<file path="config.mk">
export PLATFORM = sky130hd
export DESIGN_NAME = readability_index_counter_flat
export DESIGN_NICKNAME = d
export VERILOG_FILES = /design/src/design/ric_pkg.sv /design/src/design/ric_text_if.sv /design/src/design/ric_result_if.sv /design/src/design/ric_front.sv /design/src/design/ric_queue.sv /design/src/design/ric_back.sv /design/src/design/readability_index_counter.sv /design/src/flat_wrapper.sv
export SDC_FILE = /design/constraint.sdc
export NUM_CORES = 1
export LEC_CHECK = 0
export BUFFER_PORTS_ARGS = -buffer_cell sky130_fd_sc_hd__buf_2
export CAP_MARGIN = 5
export CORE_UTILIZATION = 55
export CTS_BUF_LIST = sky130_fd_sc_hd__clkbuf_8 sky130_fd_sc_hd__clkbuf_16
export DETAILED_ROUTE_END_ITERATION = 12
export GPL_ROUTABILITY_DRIVEN = 1
export PLACE_DENSITY = 0.71
export SLEW_MARGIN = 40
export SYNTH_ARGS = -nofsm -noshare
export SYNTH_HDL_FRONTEND = slang
export SYNTH_SLANG_ARGS = --single-unit
</file>
<file path="constraint.sdc">
create_clock -name clk_i -period 16.9 [get_ports clk_i]
set_input_delay 1.69 -clock clk_i [delete_from_list [all_inputs] [get_ports clk_i]]
set_output_delay 1.69 -clock clk_i [all_outputs]
set_load 0.03 [all_outputs]
</file>
<file path="src/design/ric_pkg.sv">
// ric_pkg: shared widths, constants, codes and types of the readability index counter
// no dependencies; every other file of the block but ric_text_if refers to it by scoped names
`default_nettype none

package ric_pkg;

  // tally width; the product and datapath widths follow from it
  localparam int unsigned TALLY_WIDTH = 16;

  // coleman-liau coefficients scaled by 100 for exact integer math
  localparam int unsigned CoefLetter   = 588;
  localparam int unsigned CoefSentence = 2960;
  localparam int unsigned CoefWord     = 1580;
  localparam int unsigned DenScale     = 200;   // 2 * 100 * words
  localparam int unsigned BiasScale    = 100;   // rounding bias 100 * words

  // product and datapath widths
  localparam int unsigned WORDS_W  = TALLY_WIDTH + 1;
  localparam int unsigned PROD_L_W = TALLY_WIDTH + 10;
  localparam int unsigned PROD_E_W = TALLY_WIDTH + 12;
  localparam int unsigned PROD_W_W = TALLY_WIDTH + 11;
  localparam int unsigned BIAS_W   = TALLY_WIDTH + 7;
  localparam int unsigned NUM_W    = TALLY_WIDTH + 14;
  localparam int unsigned DIVD_W   = NUM_W + 1;
  localparam int unsigned DIVR_W   = TALLY_WIDTH + 8;
  localparam int unsigned CNT_W    = $clog2(DIVD_W);

  // result range
  localparam int unsigned INDEX_W      = 22;
  localparam int unsigned IndexHigh    = 400000;
  localparam int unsigned IndexLowMag  = 2000000;
  localparam int unsigned CMP_W        = (DIVD_W > INDEX_W) ? DIVD_W : INDEX_W;
  localparam int unsigned GradeTop     = 16;

  // character codes
  localparam logic [7:0] CharSpace = 8'h20;
  localparam logic [7:0] CharDot   = 8'h2E;
  localparam logic [7:0] CharQuery = 8'h3F;
  localparam logic [7:0] CharBang  = 8'h21;

  typedef logic [TALLY_WIDTH-1:0] tally_t;

  localparam tally_t TallyMax = '1;

  // grade band codes
  typedef enum logic [1:0] {
    BAND_BELOW   = 2'd0,
    BAND_GRADE   = 2'd1,
    BAND_COLLEGE = 2'd2
  } band_e;

  // counts of one finished text
  typedef struct packed {
    tally_t letters;
    tally_t spaces;
    tally_t sentences;
  } snapshot_t;

endpackage

`default_nettype wire

</file>
<file path="src/design/ric_text_if.sv">
// ric_text_if: valid/ready channel that carries text bytes with a last-byte mark
// no dependencies
`default_nettype none

interface ric_text_if;
  logic       valid;
  logic       ready;
  logic [7:0] text_byte;
  logic       end_of_text;

  modport source (output valid, output text_byte, output end_of_text, input ready);
  modport sink   (input valid, input text_byte, input end_of_text, output ready);
endinterface

`default_nettype wire

</file>
<file path="src/design/ric_result_if.sv">
// ric_result_if: valid/ready channel that carries the index and grade of one text
// depends on ric_pkg for the index width
`default_nettype none

interface ric_result_if;
  logic                                valid;
  logic                                ready;
  logic signed [ric_pkg::INDEX_W-1:0]  readability_index;
  logic [1:0]                          grade_band;
  logic [3:0]                          grade_number;

  modport source (output valid, output readability_index, output grade_band,
                  output grade_number, input ready);
  modport sink   (input valid, input readability_index, input grade_band,
                  input grade_number, output ready);
endinterface

`default_nettype wire

</file>
<file path="src/design/ric_front.sv">
// ric_front: classifies text bytes and keeps the saturating tallies
// depends on ric_pkg and ric_text_if; hands a snapshot to the queue on the last byte
`default_nettype none

module ric_front (
  input  wire logic           clk_i,
  input  wire logic           rst_ni,
  ric_text_if.sink            text_i,
  output ric_pkg::snapshot_t  push_data_o,
  output logic                push_valid_o,
  input  wire logic           push_ready_i
);

  ric_pkg::tally_t letters_q, spaces_q, sentences_q;
  ric_pkg::tally_t letters_d, spaces_d, sentences_d;
  logic is_letter, is_space, is_sentence, accept;

  function automatic ric_pkg::tally_t sat_inc(ric_pkg::tally_t t);
    return (t == ric_pkg::TallyMax) ? t : t + 1'b1;
  endfunction

  always_comb begin
    is_letter   = text_i.text_byte inside {[8'h61:8'h7A], [8'h41:8'h5A]};
    is_space    = (text_i.text_byte == ric_pkg::CharSpace);
    is_sentence = text_i.text_byte inside {ric_pkg::CharDot, ric_pkg::CharQuery,
                                           ric_pkg::CharBang};
    letters_d   = is_letter   ? sat_inc(letters_q)   : letters_q;
    spaces_d    = is_space    ? sat_inc(spaces_q)    : spaces_q;
    sentences_d = is_sentence ? sat_inc(sentences_q) : sentences_q;
  end

  assign text_i.ready = push_ready_i;
  assign accept       = text_i.valid && push_ready_i;
  assign push_valid_o = accept && text_i.end_of_text;
  assign push_data_o  = '{letters: letters_d, spaces: spaces_d, sentences: sentences_d};

  always_ff @(posedge clk_i or negedge rst_ni) begin
    if (!rst_ni) begin
      letters_q   <= '0;
      spaces_q    <= '0;
      sentences_q <= '0;
    end else if (accept) begin
      if (text_i.end_of_text) begin
        letters_q   <= '0;
        spaces_q    <= '0;
        sentences_q <= '0;
      end else begin
        letters_q   <= letters_d;
        spaces_q    <= spaces_d;
        sentences_q <= sentences_d;
      end
    end
  end

endmodule

`default_nettype wire

</file>
<file path="src/design/ric_queue.sv">
// ric_queue: two-entry queue of text snapshots between front and back
// depends on ric_pkg
`default_nettype none

module ric_queue (
  input  wire logic                clk_i,
  input  wire logic                rst_ni,
  input  wire ric_pkg::snapshot_t  push_data_i,
  input  wire logic                push_valid_i,
  output logic                     push_ready_o,
  output ric_pkg::snapshot_t       pop_data_o,
  output logic                     pop_valid_o,
  input  wire logic                pop_ready_i
);

  ric_pkg::snapshot_t entry_q [2];
  logic       wr_ptr_q, rd_ptr_q;
  logic [1:0] count_q;
  logic       do_push, do_pop;

  assign push_ready_o = (count_q != 2'd2);
  assign pop_valid_o  = (count_q != 2'd0);
  assign pop_data_o   = entry_q[rd_ptr_q];
  assign do_push      = push_valid_i && push_ready_o;
  assign do_pop       = pop_valid_o && pop_ready_i;

  always_ff @(posedge clk_i) begin
    if (do_push) begin
      entry_q[wr_ptr_q] <= push_data_i;
    end
  end

  always_ff @(posedge clk_i or negedge rst_ni) begin
    if (!rst_ni) begin
      wr_ptr_q <= 1'b0;
      rd_ptr_q <= 1'b0;
      count_q  <= 2'd0;
    end else begin
      if (do_push) wr_ptr_q <= ~wr_ptr_q;
      if (do_pop)  rd_ptr_q <= ~rd_ptr_q;
      case ({do_push, do_pop})
        2'b10:   count_q <= count_q + 2'd1;
        2'b01:   count_q <= count_q - 2'd1;
        default: count_q <= count_q;
      endcase
    end
  end

endmodule

`default_nettype wire

</file>
<file path="src/design/ric_back.sv">
// ric_back: scales the counts, divides bit-serially, rounds, clamps and grades
// depends on ric_pkg and ric_result_if; owns the result output register
`default_nettype none

module ric_back (
  input  wire logic                clk_i,
  input  wire logic                rst_ni,
  input  wire ric_pkg::snapshot_t  pop_data_i,
  input  wire logic                pop_valid_i,
  output logic                     pop_ready_o,
  ric_result_if.source             result_o
);

  typedef enum logic [2:0] {
    ST_IDLE,
    ST_SCALE,
    ST_SUM,
    ST_PREP,
    ST_DIV,
    ST_FIN
  } state_e;

  state_e                          state_q;
  ric_pkg::snapshot_t              snap_q;
  logic [ric_pkg::PROD_L_W-1:0]    prod_l_q;
  logic [ric_pkg::PROD_E_W-1:0]    prod_e_q;
  logic [ric_pkg::PROD_W_W-1:0]    prod_w_q;
  logic [ric_pkg::BIAS_W-1:0]      bias_q;
  logic [ric_pkg::DIVR_W-1:0]      den_q;
  logic [ric_pkg::NUM_W-1:0]       num_q;
  logic                            neg_q;
  logic [ric_pkg::DIVD_W-1:0]      dvd_q;
  logic [ric_pkg::DIVD_W-1:0]      quo_q;
  logic [ric_pkg::DIVR_W-1:0]      rem_q;
  logic [ric_pkg::CNT_W-1:0]       cnt_q;
  logic                            out_valid_q;
  logic signed [ric_pkg::INDEX_W-1:0] idx_q;
  ric_pkg::band_e                  band_q;
  logic [3:0]                      number_q;

  logic [ric_pkg::WORDS_W-1:0]     words;
  logic [ric_pkg::NUM_W-1:0]       num_d, abs_num;
  logic [ric_pkg::DIVD_W-1:0]      dvd_d;
  logic [ric_pkg::DIVR_W:0]        trial, diff;
  logic                            fits;
  logic [ric_pkg::CMP_W-1:0]       q_ext, limit;
  logic [ric_pkg::INDEX_W-1:0]     mag, idx_d;
  ric_pkg::band_e                  band_d;
  logic [3:0]                      number_d;
  logic                            out_free;

  always_comb begin
    words   = ric_pkg::WORDS_W'(snap_q.spaces) + 1'b1;
    num_d   = ric_pkg::NUM_W'(prod_l_q) - ric_pkg::NUM_W'(prod_e_q)
            - ric_pkg::NUM_W'(prod_w_q);
    abs_num = neg_q ? (~num_q + 1'b1) : num_q;
    dvd_d   = {abs_num, 1'b0} + ric_pkg::DIVD_W'(bias_q);
    // restoring division step
    trial   = {rem_q, dvd_q[ric_pkg::DIVD_W-1]};
    fits    = (trial >= {1'b0, den_q});
    diff    = trial - {1'b0, den_q};
    // clamp and grade
    q_ext   = ric_pkg::CMP_W'(quo_q);
    limit   = neg_q ? ric_pkg::CMP_W'(ric_pkg::IndexLowMag)
                    : ric_pkg::CMP_W'(ric_pkg::IndexHigh);
    mag     = (q_ext > limit) ? ric_pkg::INDEX_W'(limit) : ric_pkg::INDEX_W'(q_ext);
    idx_d   = neg_q ? (~mag + 1'b1) : mag;
    if (neg_q || (mag == '0)) begin
      band_d   = ric_pkg::BAND_BELOW;
      number_d = 4'd0;
    end else if (mag >= ric_pkg::INDEX_W'(ric_pkg::GradeTop)) begin
      band_d   = ric_pkg::BAND_COLLEGE;
      number_d = 4'd0;
    end else begin
      band_d   = ric_pkg::BAND_GRADE;
      number_d = mag[3:0];
    end
  end

  assign pop_ready_o = (state_q == ST_IDLE);
  assign out_free    = !out_valid_q || result_o.ready;

  assign result_o.valid             = out_valid_q;
  assign result_o.readability_index = idx_q;
  assign result_o.grade_band        = band_q;
  assign result_o.grade_number      = number_q;

  always_ff @(posedge clk_i or negedge rst_ni) begin
    if (!rst_ni) begin
      state_q     <= ST_IDLE;
      out_valid_q <= 1'b0;
      snap_q      <= '0;
      prod_l_q    <= '0;
      prod_e_q    <= '0;
      prod_w_q    <= '0;
      bias_q      <= '0;
      den_q       <= '0;
      num_q       <= '0;
      neg_q       <= 1'b0;
      dvd_q       <= '0;
      quo_q       <= '0;
      rem_q       <= '0;
      cnt_q       <= '0;
      idx_q       <= '0;
      band_q      <= ric_pkg::BAND_BELOW;
      number_q    <= '0;
    end else begin
      // in the final state a free output register is refilled instead
      if (out_valid_q && result_o.ready && (state_q != ST_FIN)) out_valid_q <= 1'b0;
      case (state_q)
        ST_IDLE: begin
          if (pop_valid_i) begin
            snap_q  <= pop_data_i;
            state_q <= ST_SCALE;
          end
        end
        ST_SCALE: begin
          prod_l_q <= ric_pkg::PROD_L_W'(snap_q.letters) * ric_pkg::PROD_L_W'(ric_pkg::CoefLetter);
          prod_e_q <= ric_pkg::PROD_E_W'(snap_q.sentences)
                    * ric_pkg::PROD_E_W'(ric_pkg::CoefSentence);
          prod_w_q <= ric_pkg::PROD_W_W'(words) * ric_pkg::PROD_W_W'(ric_pkg::CoefWord);
          bias_q   <= ric_pkg::BIAS_W'(words) * ric_pkg::BIAS_W'(ric_pkg::BiasScale);
          den_q    <= ric_pkg::DIVR_W'(words) * ric_pkg::DIVR_W'(ric_pkg::DenScale);
          state_q  <= ST_SUM;
        end
        ST_SUM: begin
          num_q   <= num_d;
          neg_q   <= num_d[ric_pkg::NUM_W-1];
          state_q <= ST_PREP;
        end
        ST_PREP: begin
          dvd_q   <= dvd_d;
          rem_q   <= '0;
          quo_q   <= '0;
          cnt_q   <= ric_pkg::CNT_W'(ric_pkg::DIVD_W - 1);
          state_q <= ST_DIV;
        end
        ST_DIV: begin
          rem_q <= fits ? diff[ric_pkg::DIVR_W-1:0] : trial[ric_pkg::DIVR_W-1:0];
          quo_q <= {quo_q[ric_pkg::DIVD_W-2:0], fits};
          dvd_q <= {dvd_q[ric_pkg::DIVD_W-2:0], 1'b0};
          cnt_q <= cnt_q - 1'b1;
          if (cnt_q == '0) state_q <= ST_FIN;
        end
        ST_FIN: begin
          if (out_free) begin
            idx_q       <= idx_d;
            band_q      <= band_d;
            number_q    <= number_d;
            out_valid_q <= 1'b1;
            state_q     <= ST_IDLE;
          end
        end
        default: state_q <= ST_IDLE;
      endcase
    end
  end

endmodule

`default_nettype wire

</file>
<file path="src/design/readability_index_counter.sv">
// readability_index_counter: top level of the coleman-liau readability index block
// depends on ric_pkg, ric_text_if, ric_result_if, ric_front, ric_queue and ric_back
//
// The block takes a text one byte per transfer on text_i and counts ASCII letters,
// spaces and sentence ends ('.', '?', '!') in saturating tallies of
// ric_pkg::TALLY_WIDTH bits. Words are spaces plus one. On the byte marked
// end_of_text (counted like any other) it hands the counts to a two-entry queue,
// clears the tallies and goes on counting the next text at one byte per cycle.
// The back part takes one snapshot at a time and returns on result_o the index
// round((588*L - 2960*S - 1580*W) / (100*W)), rounded half away from zero and
// clamped to [-2000000, 400000], with a grade band (0 below grade 1, 1 for grades
// 1 to 15 with grade_number holding the grade, 2 for grade 16 and up). Bytes
// stream in at one per cycle while the queue has room; the back part steps
// through its states scale, sum, prep, div and fin, with a restoring divider
// that makes one quotient bit per cycle. The input stalls only when two
// finished texts wait in the queue, on any byte; a finished result waits in an
// output register without holding up the divider for the next text.
`default_nettype none

module readability_index_counter (
  input  wire logic      clk_i,
  input  wire logic      rst_ni,
  ric_text_if.sink       text_i,
  ric_result_if.source   result_o
);

  // snapshot handoff from front to queue
  ric_pkg::snapshot_t push_data;
  logic               push_valid;
  logic               push_ready;

  // snapshot handoff from queue to back
  ric_pkg::snapshot_t pop_data;
  logic               pop_valid;
  logic               pop_ready;

  // front: classify bytes, keep the tallies
  ric_front u_front (
    .clk_i        (clk_i),
    .rst_ni       (rst_ni),
    .text_i       (text_i),
    .push_data_o  (push_data),
    .push_valid_o (push_valid),
    .push_ready_i (push_ready)
  );

  // queue: decouples counting from the division
  ric_queue u_queue (
    .clk_i        (clk_i),
    .rst_ni       (rst_ni),
    .push_data_i  (push_data),
    .push_valid_i (push_valid),
    .push_ready_o (push_ready),
    .pop_data_o   (pop_data),
    .pop_valid_o  (pop_valid),
    .pop_ready_i  (pop_ready)
  );

  // back: scale, divide, round, clamp, grade
  ric_back u_back (
    .clk_i       (clk_i),
    .rst_ni      (rst_ni),
    .pop_data_i  (pop_data),
    .pop_valid_i (pop_valid),
    .pop_ready_o (pop_ready),
    .result_o    (result_o)
  );

  // a last byte that is taken always leaves a snapshot waiting for the back part
  assert property (@(posedge clk_i) disable iff (!rst_ni)
    (text_i.valid && text_i.ready && text_i.end_of_text) |=> pop_valid)
    else $error("snapshot lost after last byte");

  // grade number is only used inside the numbered band
  assert property (@(posedge clk_i) disable iff (!rst_ni)
    (result_o.valid && (result_o.grade_band != ric_pkg::BAND_GRADE))
      |-> (result_o.grade_number == 4'd0))
    else $error("grade number set outside numbered band");

  // a numbered grade equals the index
  assert property (@(posedge clk_i) disable iff (!rst_ni)
    (result_o.valid && (result_o.grade_band == ric_pkg::BAND_GRADE))
      |-> (result_o.readability_index
           == ric_pkg::INDEX_W'(result_o.grade_number)))
    else $error("grade number does not match index");

  // the band never holds the unused code
  assert property (@(posedge clk_i) disable iff (!rst_ni)
    result_o.valid |-> (result_o.grade_band != 2'd3))
    else $error("invalid grade band");

endmodule

`default_nettype wire

</file>
<file path="src/flat_wrapper.sv">
// flat-port wrapper written by rule: the top's interface ports become plain ports
module readability_index_counter_flat 
  (clk_i, rst_ni, text_i_valid, text_i_text_byte, text_i_end_of_text, text_i_ready, result_o_valid, result_o_readability_index, result_o_grade_band, result_o_grade_number, result_o_ready);
  ric_text_if text_i_i ();
  ric_result_if result_o_i ();
  input  wire logic clk_i;
  input  wire logic rst_ni;
  input wire logic [$bits(text_i_i.valid)-1:0] text_i_valid;
  input wire logic [$bits(text_i_i.text_byte)-1:0] text_i_text_byte;
  input wire logic [$bits(text_i_i.end_of_text)-1:0] text_i_end_of_text;
  output wire logic [$bits(text_i_i.ready)-1:0] text_i_ready;
  output wire logic [$bits(result_o_i.valid)-1:0] result_o_valid;
  output wire logic [$bits(result_o_i.readability_index)-1:0] result_o_readability_index;
  output wire logic [$bits(result_o_i.grade_band)-1:0] result_o_grade_band;
  output wire logic [$bits(result_o_i.grade_number)-1:0] result_o_grade_number;
  input wire logic [$bits(result_o_i.ready)-1:0] result_o_ready;
  assign text_i_i.valid = text_i_valid;
  assign text_i_i.text_byte = text_i_text_byte;
  assign text_i_i.end_of_text = text_i_end_of_text;
  assign text_i_ready = text_i_i.ready;
  assign result_o_valid = result_o_i.valid;
  assign result_o_readability_index = result_o_i.readability_index;
  assign result_o_grade_band = result_o_i.grade_band;
  assign result_o_grade_number = result_o_i.grade_number;
  assign result_o_i.ready = result_o_ready;
  readability_index_counter u_core (.clk_i(clk_i), .rst_ni(rst_ni), .text_i(text_i_i), .result_o(result_o_i));
endmodule
</file>
Word level (Yosys, flattened, before mapping)
Memories as Yosys holds them, arrays and structs flattened. A register that Yosys moved wholly into a read port is not among the register bits.
Cells that the tools add are included.
- add/subtract/negate cells: 13
- multiply operators: 5
- $lt $le $gt $ge: 7
- equality and inequality tests: 19
- muxes and demuxes: 32
- bitwise gates (word level): 4
- reduce and logical (&&, ||, !) cells: 23
- operator list (operator ; number):
    $mux 16 ; 9
    $pmux 31 s2 ; 2
    $add 16x1->16 const B ; 3
    $eq 16x16->1 const B ; 3
    $mul 16x8->24 const B ; 2
    $pmux 24 s2 ; 1
    $mux 22 ; 2
    $mul 17x5->21 const B ; 2
    $eq 8x6->1 const B ; 4
    $add 31x23->31 ; 1
    $gt 31x21->1 ; 1
    $add 30x1->30 const B ; 1
    $mux 30 ; 1
    $not 30->30 ; 1
    $sub 29x28->30 ; 1
    $sub 26x28->29 ; 1
    $ge 25x24->1 ; 1
    $mul 17x9->25 const B ; 1
    $mux 24 ; 1
    $sub 24x24->24 ; 1
    $add 22x1->22 const B ; 1
    $ge 22x5->1 const B ; 1
    $logic_not 22->1 ; 1
    $not 22->22 ; 1
    31 further kinds ; 60
- flip-flop bits (word level): 321
- bits in writable memories: 96
- input bits: 13
- output and inout bits: 30
- logic and storage cells: 126
- memories: 1
- memory list (name ; depth ; bits a word ; rd ports ; clocked after memory_dff ; write ports ; line ; RTL):
    u_core.u_queue.entry_q ; 2 ; 48 ; 1 ; 1 ; 1 ; ric_queue.sv:16 ; ric_pkg::snapshot_t entry_q [2];

Longest topological paths before layout
Gate-level depths: netlist of run 1.
- depth in word-level cells: 6
- gate-level depth with buffers: 24
- mapped depth without buffers: 24

Cells and area by module
From an unflattened synthesis of run 1, not the netlist that was laid out.
- cell total of the unflattened synthesis: 3388
- area, all modules: 32615.0 sq um
- modules (own cells, without submodules) (module ; times used ; cells each ; area each (sq um) ; sequential area each (sq um)):
    ric_back ; 1 ; 2736 ; 24903.9 ; 7257.0
    ric_front ; 1 ; 486 ; 4006.3 ; 1201.2
    ric_queue ; 1 ; 166 ; 3704.8 ; 2982.9

Worst setup path before layout of run 1
OpenSTA, ideal clock, no wires.
- path kind: flip-flop to flip-flop
- start: register u_core.u_back.snap_q[18] (netlist bit)
- end: register u_core.u_back.prod_w_q[26] (netlist bit)
- library setup time: 0.130 ns
- arrival time: 5.265 ns
- required time: 16.770 ns
- setup slack: 11.505 ns
- cell stages (with the launch flop): 24
- path buffers: 0
- clock period less this slack: 5.395 ns
- cell sequence: dfrtp_1 nand3_1 nor2_1 nand4_1 nor2_1 nand3_1 xor2_1 inv_1 ha_1 ha_1 inv_1 fa_1 fa_1 inv_1 ha_1 and3_1 a21boi_0 o21ai_1 a211oi_1 o41ai_1 a2111oi_0 or2_1 xnor2_1 o21ai_1
- word-level cells in the longest chain between the ends: 2
- ends and longest elaborated chain (what ; line ; RTL):
    start, declared ; ric_back.sv:24 ; ric_pkg::snapshot_t snap_q;
    start signal, assigned ; ric_back.sv:113 ; snap_q <= pop_data_i;
    $add 16x1->17 ; ric_back.sv:53 ; words = ric_pkg::WORDS_W'(snap_q.spaces) + 1'b1;
    $mul 17x9->25 ; ric_back.sv:121 ; prod_w_q <= ric_pkg::PROD_W_W'(words) * ric_pkg::PROD_W_W'(ric_pkg::CoefWord);
    end signal, assigned ; ric_back.sv:121 ;
    end, declared ; ric_back.sv:27 ; logic [ric_pkg::PROD_W_W-1:0] prod_w_q;
Every way passes these cells.
A chain may end at the register's enable or synchronous reset.

Final worst setup path of run 1
- start: register u_core.u_back.snap_q[18] (netlist bit)
- end: register u_core.u_back.prod_w_q[23] (netlist bit)
Same word-level chain as after synthesis.

==> impl_metrics.csv, run 1 <==
group,metric,value,unit
sta,fin_crit_sh,36.68,%
global_routing,antenna_found_initial,1,
die,die_h,240.9,um
sta,setup_tns,0,ps
die,core_area,56390,um^2
critical_path,cpPeakStageDelay,720,ps
sta,fin_ws,10700,ps
sta,slew_headroom,44.34,%
synth,synth_edf_count,96,
cts,clkSinkCount,438,
sta,post-route-min-period,6198,ps
global_routing,grt_usage,24.63,%
sta,hold_violations,0,
critical_path,path_cells,"nand3_1, nor2_1, nand4_1, nor2_1, xor2_1, xnor2_1, ha_1, inv_1, fa_1, fa_1, inv_1, ha_1, o21ai_1, nand2b_1, and3_1, a2111oi_0, nor3_1, o31ai_1, nand2b_1, a21oi_1, xor2_1, o21ai_1",
synth,synthCells,3285,
critical_path,critPathRequiredTime,17340,ps
drt,vias,23031,
global_routing,grt_first_pass_wirelength,115.7,mm
critical_path,arrival,6640,ps
sta,slew_violations,0,
critical_path,end_kind,"flip-flop",
place,io_buffers,42,
synth,ys_types,89,
cts,cts_buffer_depth,3,
sta,max_freq,161.3,MHz
synth,synthesis.area,31390,um^2
place,dpl.hpwl,53.20,mm
die,die_w,240.9,um
sta,timing.hold.ws,471.3,ps
run_status,outcome,"complete, no violations",
run,cap_viol_max_count,0,
critical_path,path_max_fanout,5,
drt,drtIter0Drc,1440,
critical_path,critPathLaunchType,"flip-flop",
global_routing,grt_pass1_vias,22712,
global_routing,grt_max_degree,157,
drt,viasPerCell,5.663,
synth,synth_top_area_share,27.27,%
global_routing,overflow,0,
die,boundaryPins,43,
drt,drt_first_pass_iters,5,
synth,netlist_top_cells_area,"dfrtp_1 27%, ha_1 13%, edfxtp_1 9.2%",
critical_path,crit_slowest_cell,"a2111oi_0",
final_layout,antenna_cells,0,
drt,avgRoutedWirePerCell,17.08,um
critical_path,critPathTopFamily,"adder cells",
cts,cts_resized,0,
cts,insertion_delay,610,ps
synth,yosysWarnings,0,
cts,cts_tree,"built",
place,dp_slack,10800,ps
drt,drt.antenna.violating_nets,0,
cts,htreeDepth,2,
cts,cts_root_buf,"clkbuf_16",
sta,setup_violations,0,
sta,rsz0062_at_grt,"no",
critical_path,critPathKind,"flip-flop to flip-flop",
synth,yosysTopAreaCell,"dfrtp_1",
final_layout,final_util,60.28,%
synth,syn_area_per_cell,9.555,um^2
synth,synthArstFlopShare,78.08,%
die,start_util,55.67,%
final_layout,syn2layout_area_growth,8.299,%
place,gp_congestion,0.9081,
drt,wirelength,69.48,mm
cts,post_cts_buffers,0,
cts,path_clk_slew,60,ps
synth,synth_ff_type,"dfrtp_1",
final_layout,drive_above_1_share,6.282,%
sta,worst_slew_pin_slew,813.9,ps
final_layout,nets,3722,
sta,skew,22.84,ps
hold_path,hold_class,"flip-flop to flip-flop",
die,num_rows,87,
critical_path,crit_buf_inv,2,
synth,ys_ff_latch,438,
synth,synth_fp_nets,3735,
drt,drc,0,
cts,hold_buffers,0,
die,fp.dieArea,58030,um^2
cts,cts_buffers,48,
synth,ys_seq_area_share,36.45,%
==> per-layer routing <==
| layer | vias to the layer above | share of wire [%] | track usage [%] |
|---|---|---|---|
| met4 | 0 | 2.7 | 7.480 |
| li1 | 11389 | - | - |
| met3 | 100 | 3.5 | 2.722 |
| met1 | 11131 | 47 | 34.16 |
| met2 | 411 | 47 | 40.59 |
| met5 | - | 0 | 0 |
==> final cells by class <==
type                    instances  area (um^2)
repair buffers                 62        451.7
flip-flops and latches        438        11440
clock buffers                  54         1295
clock inverters                35        334.1
well taps                     756        945.9
fillers                      4798        22390
multi-input cells            2383        18250
inverters                     339         1272
==> kinds of logic (layout without fill, tap and decap cells) <==
kind of cell	after synthesis	after routing	share of synthesized area (%)
AO/OA/AOI/OAI	782	782	15.81
multiplexers	92	92	3.022
buffers and inverters	464	490	5.589
adder cells (fa/ha/maj)	437	437	20.10
XOR/XNOR	246	246	6.888
flip-flops	438	438	36.45
AND/OR/NAND/NOR	826	826	12.15
==> per-stage QoR <==
step / cells / instance area [um^2]
3_5_place_dp: 3976 / 32320
6_report: 4067 / 33990
3_3_place_gp: 3974 / 32250
4_1_cts: 4065 / 33950
2_1_floorplan: 3285 / 31390
5_1_grt: 4067 / 33990
==> final timing paths <==
path	from	to	slack [ps]	depth (start not counted)
max	u_core.u_back.snap_q[18]	u_core.u_back.prod_w_q[23]	10700	22
min	u_core.u_back.result_o.readability_index[13]	u_core.u_back.result_o.readability_index[13]	470	1
max reg2reg	u_core.u_back.snap_q[18]	u_core.u_back.prod_w_q[23]	10700	22
min reg2reg	u_core.u_back.result_o.readability_index[13]	u_core.u_back.result_o.readability_index[13]	470	1
max in group asynchronous	rst_ni	u_core.u_queue.rd_ptr_q	14460	3
min in group asynchronous	rst_ni	u_core.u_back.dvd_q[25]	1010	1
==> placed cells by master (no fill, tap or decap), drive strengths merged, types with 6 or more instances in the layout <==
master     n
o41ai     12
nor3      60
or3       15
a22o      55
o21bai    16
nand2    300
or2       12
dfrtp    342
a21oi    201
nand2b    39
edfxtp    96
mux2i     70
a211oi    13
o31ai     34
nor2     227
nand4     21
nor2b     18
xnor2    138
nand3     48
inv      351
and2      13
or4       12
fa       112
and3      29
o21ai    246
o31a       7
mux2      22
clkbuf    54
o21a      32
a31oi     21
buf       62
ha       325
a22oi     16
clkinv    15
xor2     108
nor4      11
a21o      61
a2111oi    6
==> synth_stat cells (96+ instances only) <==
cell type and number:
a21oi_1 201, clkbuf_1 100, dfrtp_1 342, edfxtp_1 96, fa_1 112, ha_1 325
inv_1 337, nand2_1 299, nor2_1 226, o21ai_0 215, xnor2_1 138, xor2_1 107
==> worst reg2reg max path: cells and delay by family, from the launching register on <==
kind / cells / cell delay, ps
xor gates and xnor gates: 3 / 860
adders and majority gates: 4 / 1710
and+or+nand+nor: 8 / 1400
AOI/OAI and AO/OA: 5 / 1530
buffers and inverters: 2 / 120
DFF: 1 / 430
==> registers in the layout (all words and copies together) (netlist names), 3 cells and up <==
| signal | cells |
|---|---|
| u_core.u_queue.entry_q | 96 |
| u_core.u_back.snap_q | 48 |
| u_core.u_back.q_ext | 31 |
| u_core.u_back.dvd_q | 29 |
| u_core.u_back.num_q | 27 |
| u_core.u_back.prod_e_q | 24 |
| u_core.u_back.prod_l_q | 24 |
| u_core.u_back.prod_w_q | 24 |
| u_core.u_back.rem_q | 24 |
| u_core.u_back.result_o.readability_index | 22 |
| u_core.u_back.den_q | 21 |
| u_core.u_front.letters_q | 16 |
| u_core.u_front.sentences_q | 16 |
| u_core.u_front.spaces_q | 16 |
| u_core.u_back.cnt_q | 5 |
| u_core.u_back.result_o.grade_number | 4 |
| u_core.u_back.state_q | 3 |
Power of run 1 is left out: the tool's default activity adds up to more than one toggle a clock period on the data nets, which glitch-free logic cannot reach.
==> run 2: changes to the inputs <==
Settings changed: PLACE_DENSITY 0.71 to 0.74.
Clock period 16.9 ns to 5.1 ns, I/O delays scaled along.
==> impl_metrics.csv, run 2 (synthesized netlist as in run 1, its figures left out) <==
group,metric,value,unit
run_status,outcome,"complete, no violations",
critical_path,crit_buf_inv,3,
sta,max_freq,198.2,MHz
critical_path,critPathRequiredTime,5570,ps
global_routing,antenna_found_initial,0,
critical_path,rrSetupSlack,60,ps
critical_path,critPathLaunch,"u_core.u_back.snap_q[19]",
die,die_h,240.9,um
die,core_area,56390,um^2
critical_path,r2r-end,"u_core.u_back.prod_w_q[26]",
critical_path,path_max_fanout,3,
cts,cts_buffers,48,
die,num_rows,87,
critical_path,rr_startpoint,"u_core.u_back.snap_q[19]",
critical_path,cp-endpoint,"u_core.u_back.prod_w_q[26]",
final_layout,final_cell_mix,"340 x dfrtp_1, 339 x inv_1, 304 x ha_1",
global_routing,grt_usage,24.68,%
critical_path,reg2regPathDepth,23,
die,die_w,240.9,um
sta,slew_headroom,40.12,%
final_layout,n_fill_cell,4615,
place,placed_cells,4067,
final_layout,final_util,63.13,%
cts,cts_root_buf,"clkbuf_16",
critical_path,critPathKind,"flip-flop to flip-flop",
sta,worst_slew_pin_slew,890.6,ps
die,boundaryPins,43,
final_layout,antenna_cells,0,
final_layout,nets,3833,
global_routing,grt_first_pass_wirelength,116.4,mm
critical_path,cpPeakStageDelay,490,ps
drt,vias,23683,
final_layout,design_area,35600,um^2
sta,hold_violations,0,
drt,viasPerCell,5.669,
final_layout,syn2layout_area_growth,13.41,%
run,cap_viol_max_count,0,
hold_path,hold_class,"primary input to flip-flop",
sta,fin_crit_sh,98.91,%
critical_path,critPathTopFamily,"adder cells",
cts,cts_buffer_depth,3,
sta,rsz0062_at_grt,"yes",
drt,drc,0,
global_routing,overflow,0,
drt,drtIter0Drc,1322,
critical_path,crit_slowest_cell,"fa_1",
cts,path_clk_slew,60,ps
critical_path,critPathLaunchType,"flip-flop",
final_layout,stdcell_count,4178,
sta,slew_violations,0,
final_layout,regMostFlops,"u_core.u_queue.entry_q",
sta,post-route-min-period,5044,ps
final_layout,drive_above_1_share,11.54,%
global_routing,grt_max_degree,171,
place,dpl-instance-area,33090,um^2
cts,cts_tree,"built",
drt,drt.antenna.violating_nets,0,
hold_path,min_path_cells,4,
die,start_util,55.67,%
critical_path,path_depth,23,
cts,clkSinkCount,438,
die,fp.dieArea,58030,um^2
drt,avgRoutedWirePerCell,16.93,um
place,dpl.hpwl,52.93,mm
final_layout,largest_reg_flops,96,
drt,wirelength,70.72,mm
place,gp_congestion,0.9133,
cts,htreeDepth,2,
sta,setup_violations,0,
critical_path,path_common_cell,"ha_4",
sta,skew,35.79,ps
critical_path,arrival,5510,ps
critical_path,path_cells,"nand3_2, nor2_4, nand4_1, nor2_4, nand3_2, xor2_2, inv_2, ha_4, ha_4, inv_1, fa_1, fa_1, inv_1, ha_4, and3_4, a21boi_4, o21ai_4, a211oi_4, o41ai_4, a2111oi_2, or2_1, xnor2_1, o21ai_1",
cts,insertion_delay,610,ps
final_layout,final_common_cell,"dfrtp_1",
critical_path,end_kind,"flip-flop",
place,io_buffers,42,
global_routing,grt_pass1_vias,23681,
drt,drt_first_pass_iters,5,
run 2: changes by cell type in the layout (fill, tap and decap cells not counted), sizes merged:
cell         previous run  this run
clkinv                 15        14
clkinvlp                4         1
buf                    62       172
inv                   351       350
dlygate4sd3             0         1
bufinv                  4         9
run 2: timing repair:
item	in CTS	in global routing
resized for setup	33	60
hold buffers	1	0
setup endpoints to repair	6	9
buffers inserted	9	11
pin swaps	25	63
hold endpoints to repair	83	0
run 2: metal layers:
layer  track usage [%]  wire, um
met1             32.98     31800
met3             2.837      2624
met4             6.233      1509
met2             42.60     34780
met5                 0         0
run 2: worst register-to-register path, delay by kind of cell (launching register included):
family,cells,cell delay (ps)
and+or+nand+nor,7,1130
DFF,1,360
AOI/OAI and AO/OA,6,1120
xor gates and xnor gates,2,350
buffers and inverters,3,220
adders and majority gates,5,1750
run 2: final cells by class:
type	instances	area (um^2)	share of cell area, %
inverters	339	1275	3.582
well taps	756	945.9	2.657
flip-flops and latches	438	11440	32.15
clock buffers	54	1284	3.606
repair buffers	173	1297	3.645
multi-input cells	2383	18910	53.11
clock inverters	35	445.4	1.251
run 2: worst min path at each step:
stage | from | slack [ps] | end
2_1_floorplan | rst_ni | 210 | u_core.u_back.cnt_q[0]
3_3_place_gp | u_core.u_back.result_o.grade_band[0] | 450 | u_core.u_back.result_o.grade_band[0]
3_5_place_dp | u_core.u_back.result_o.readability_index[15] | 460 | u_core.u_back.result_o.readability_index[15]
4_1_cts | result_o_ready | 190 | u_core.u_back.result_o.valid
5_1_grt | result_o_ready | 240 | u_core.u_back.result_o.valid
6_report | result_o_ready | 210 | u_core.u_back.result_o.valid
run 2: per-stage QoR:
stage | hold slack (ps) | worst slack, ps | setup TNS (ps)
2_1_floorplan | 214.4 | -5.897 | -10.02
3_3_place_gp | 455.0 | -67.69 | -155.7
3_5_place_dp | 461.7 | -231.7 | -833.7
4_1_cts | 192.8 | 1.950 | 0
5_1_grt | 238.7 | -161.1 | -403.1
6_report | 213.8 | 55.51 | 0
Power of run 2 is left out for the same reason.
==> run 3: changes to the inputs <==
Settings changed: ABC_AREA from default to 1.
==> impl_metrics.csv, run 3 <==
group,metric,value,unit
place,io_buffers,42,
global_routing,overflow,0,
drt,drtIter0Drc,1771,
final_layout,syn2layout_area_growth,12.16,%
cts,cts_buffer_depth,3,
sta,hold_violations,0,
die,start_util,55.56,%
global_routing,grt_pass1_vias,25196,
critical_path,critPathRequiredTime,5550,ps
sta,rsz0062_at_grt,"yes",
synth,synth_fp_nets,4452,
final_layout,largest_reg_flops,96,
sta,slew_violations,0,
cts,insertion_delay,610,ps
die,core_area,58910,um^2
drt,drc,0,
synth,yosysWarnings,0,
die,boundaryPins,43,
final_layout,drive_above_1_share,9.361,%
cts,htreeDepth,2,
sta,fin_crit_sh,98.24,%
die,fp.dieArea,60490,um^2
cts,path_clk_slew,60,ps
final_layout,regMostFlops,"u_core.u_queue.entry_q",
drt,vias,26653,
synth,yosysMostFrequentCell,"nand2_1",
sta,worst_slew_pin_slew,807.0,ps
drt,viasPerCell,5.419,
critical_path,end_kind,"flip-flop",
sta,post-route-min-period,5010,ps
place,dpl.hpwl,57.29,mm
final_layout,nets,4556,
drt,drt.antenna.violating_nets,0,
synth,ys_types,62,
die,die_w,246.0,um
run_status,outcome,"complete, no violations",
synth,netlist_top_cells_area,"dfrtp_1 26%, ha_1 12%, edfxtp_1 8.8%",
cts,clkSinkCount,438,
place,gp_congestion,0.9431,
global_routing,grt_max_degree,107,
run,cap_viol_max_count,0,
critical_path,critPathLaunchType,"flip-flop",
critical_path,path_max_fanout,3,
drt,wirelength,76.34,mm
critical_path,critPathKind,"flip-flop to flip-flop",
synth,synthCells,4002,
synth,ys_seq_area_share,34.95,%
synth,synth_top_area_share,26.15,%
hold_path,hold_class,"primary input to flip-flop",
cts,cts_buffers,48,
synth,synth_common_cells,"764 x nand2_1, 640 x inv_1, 342 x dfrtp_1, 328 x nor2_1, 325 x ha_1",
die,num_rows,89,
global_routing,grt_first_pass_wirelength,125.4,mm
global_routing,grt_usage,25.41,%
drt,avgRoutedWirePerCell,15.52,um
synth,synth_ff_type,"dfrtp_1",
die,die_h,246.0,um
synth,yosysTopAreaCell,"dfrtp_1",
cts,cts_root_buf,"clkbuf_16",
sta,skew,32.53,ps
sta,setup_tns,0,ps
sta,max_freq,199.6,MHz
drt,drt_first_pass_iters,8,
synth,synthArstFlopShare,78.08,%
synth,synth_edf_count,96,
synth,synthesis.area,32730,um^2
global_routing,antenna_found_initial,1,
final_layout,antenna_cells,0,
final_layout,final_common_cell,"nand2_1",
sta,slew_headroom,46.00,%
synth,ys_ff_latch,438,
final_layout,final_cell_mix,"759 x nand2_1, 641 x inv_1, 342 x dfrtp_1",
cts,cts_tree,"built",
critical_path,arrival,5460,ps
sta,setup_violations,0,
synth,syn_area_per_cell,8.179,um^2
-- run 3: cell types whose count changed in the layout (fill, tap and decap cells not counted), moves of 28 or more --
cell / previous run / this run
a21o_1: 61 / 17
a21oi_1: 196 / 168
a22o_1: 55 / 3
inv_1: 339 / 641
mux2i_1: 70 / 0
nand2_1: 297 / 759
nand2b_1: 37 / 1
nand3_1: 45 / 167
nor2_1: 218 / 318
o21ai_0: 212 / 284
o22ai_1: 4 / 70
o31ai_1: 30 / 58
xnor2_1: 130 / 75
xor2_1: 98 / 127
-- run 3: cell type report --
type                            instances  area [um^2]
Fill cell                            4990        22200
Multi-Input combinational cell       2823        19070
Sequential cell                       438        11440
Inverter                              651         2444
Clock buffer                           54         1295
Timing Repair Buffer                  144         1056
Tap cell                              773        967.2
Clock inverter                         35        436.7
-- run 3: timing repair --
item,in CTS,in global routing
setup buffers,6,11
hold endpoints to repair,31,0
pin swaps,15,45
resized for setup,27,77
endpoints found under the setup margin,7,12
hold buffers,1,0
-- run 3: kinds of logic (layout without fill, tap and decap cells) --
kind of cell	Yosys count	in the layout	synth area share (%)
AO/OA/AOI/OAI	728	728	12.79
XOR/XNOR	208	208	5.566
adder cells (fa/ha/maj)	437	437	19.27
buffers and inverters	741	884	8.616
flip-flops	438	438	34.95
AND/OR/NAND/NOR	1450	1450	18.80
-- run 3: final timing paths --
path / slack [ps] / cells past startpoint / to / start
worst min register to register: 480 / 2 / u_core.u_back.result_o.readability_index[16] / u_core.u_back.result_o.readability_index[16]
min in group asynchronous: 380 / 2 / u_core.u_back.dvd_q[26] / rst_ni
worst max-delay path: 90 / 27 / u_core.u_back.prod_w_q[24] / u_core.u_back.snap_q[17]
worst min-delay path: 180 / 4 / u_core.u_back.result_o.valid / result_o_ready
worst max register to register: 90 / 27 / u_core.u_back.prod_w_q[24] / u_core.u_back.snap_q[17]
max in group asynchronous: 3570 / 4 / u_core.u_back.snap_q[17] / rst_ni
-- run 3: routing by layer --
layer | share of wire [%] | GRT usage [%] | vias to the layer above
met5 | 0.013 | 0 | -
met4 | 1.8 | 5.882 | 2
met3 | 4.7 | 3.427 | 104
met2 | 45 | 40.65 | 539
met1 | 48 | 36.46 | 12609
li1 | - | - | 13399
-- run 3: per-stage QoR --
stage | hold WS [ps] | utilization (%) | setup slack [ps] | cell area, um^2 | instances
CTS | 156.3 | 61.49 | 1.431 | 36220 | 4908
global route | 198.2 | 62.32 | -304.9 | 36710 | 4918
floorplan | 214.4 | - | 66.72 | 32730 | 4002
global placement | 460.1 | 58.12 | -125.8 | 34240 | 4811
finish | 178.7 | 62.32 | 89.78 | 36710 | 4918
detailed placement | 410.6 | 58.18 | -235.5 | 34270 | 4812
-- run 3: worst max-delay path: stages (launching register included) --
cell	delay, ps
dfrtp_1	380
ha_2	200
nand4_1	150
nor2_1	160
nand2_1	90
nor2_2	130
nand3_2	110
nor3_2	140
nand3_1	110
xor2_1	210
inv_2	110
ha_4	240
ha_4	260
inv_1	60
fa_1	510
fa_1	510
inv_1	70
ha_4	270
nand2_1	60
nor2_1	80
inv_1	60
o21bai_1	230
a21oi_2	60
o21bai_1	200
a21boi_1	110
or2_4	240
nand3_2	50
o21ai_1	70
Power of run 3 is left out for the same reason.
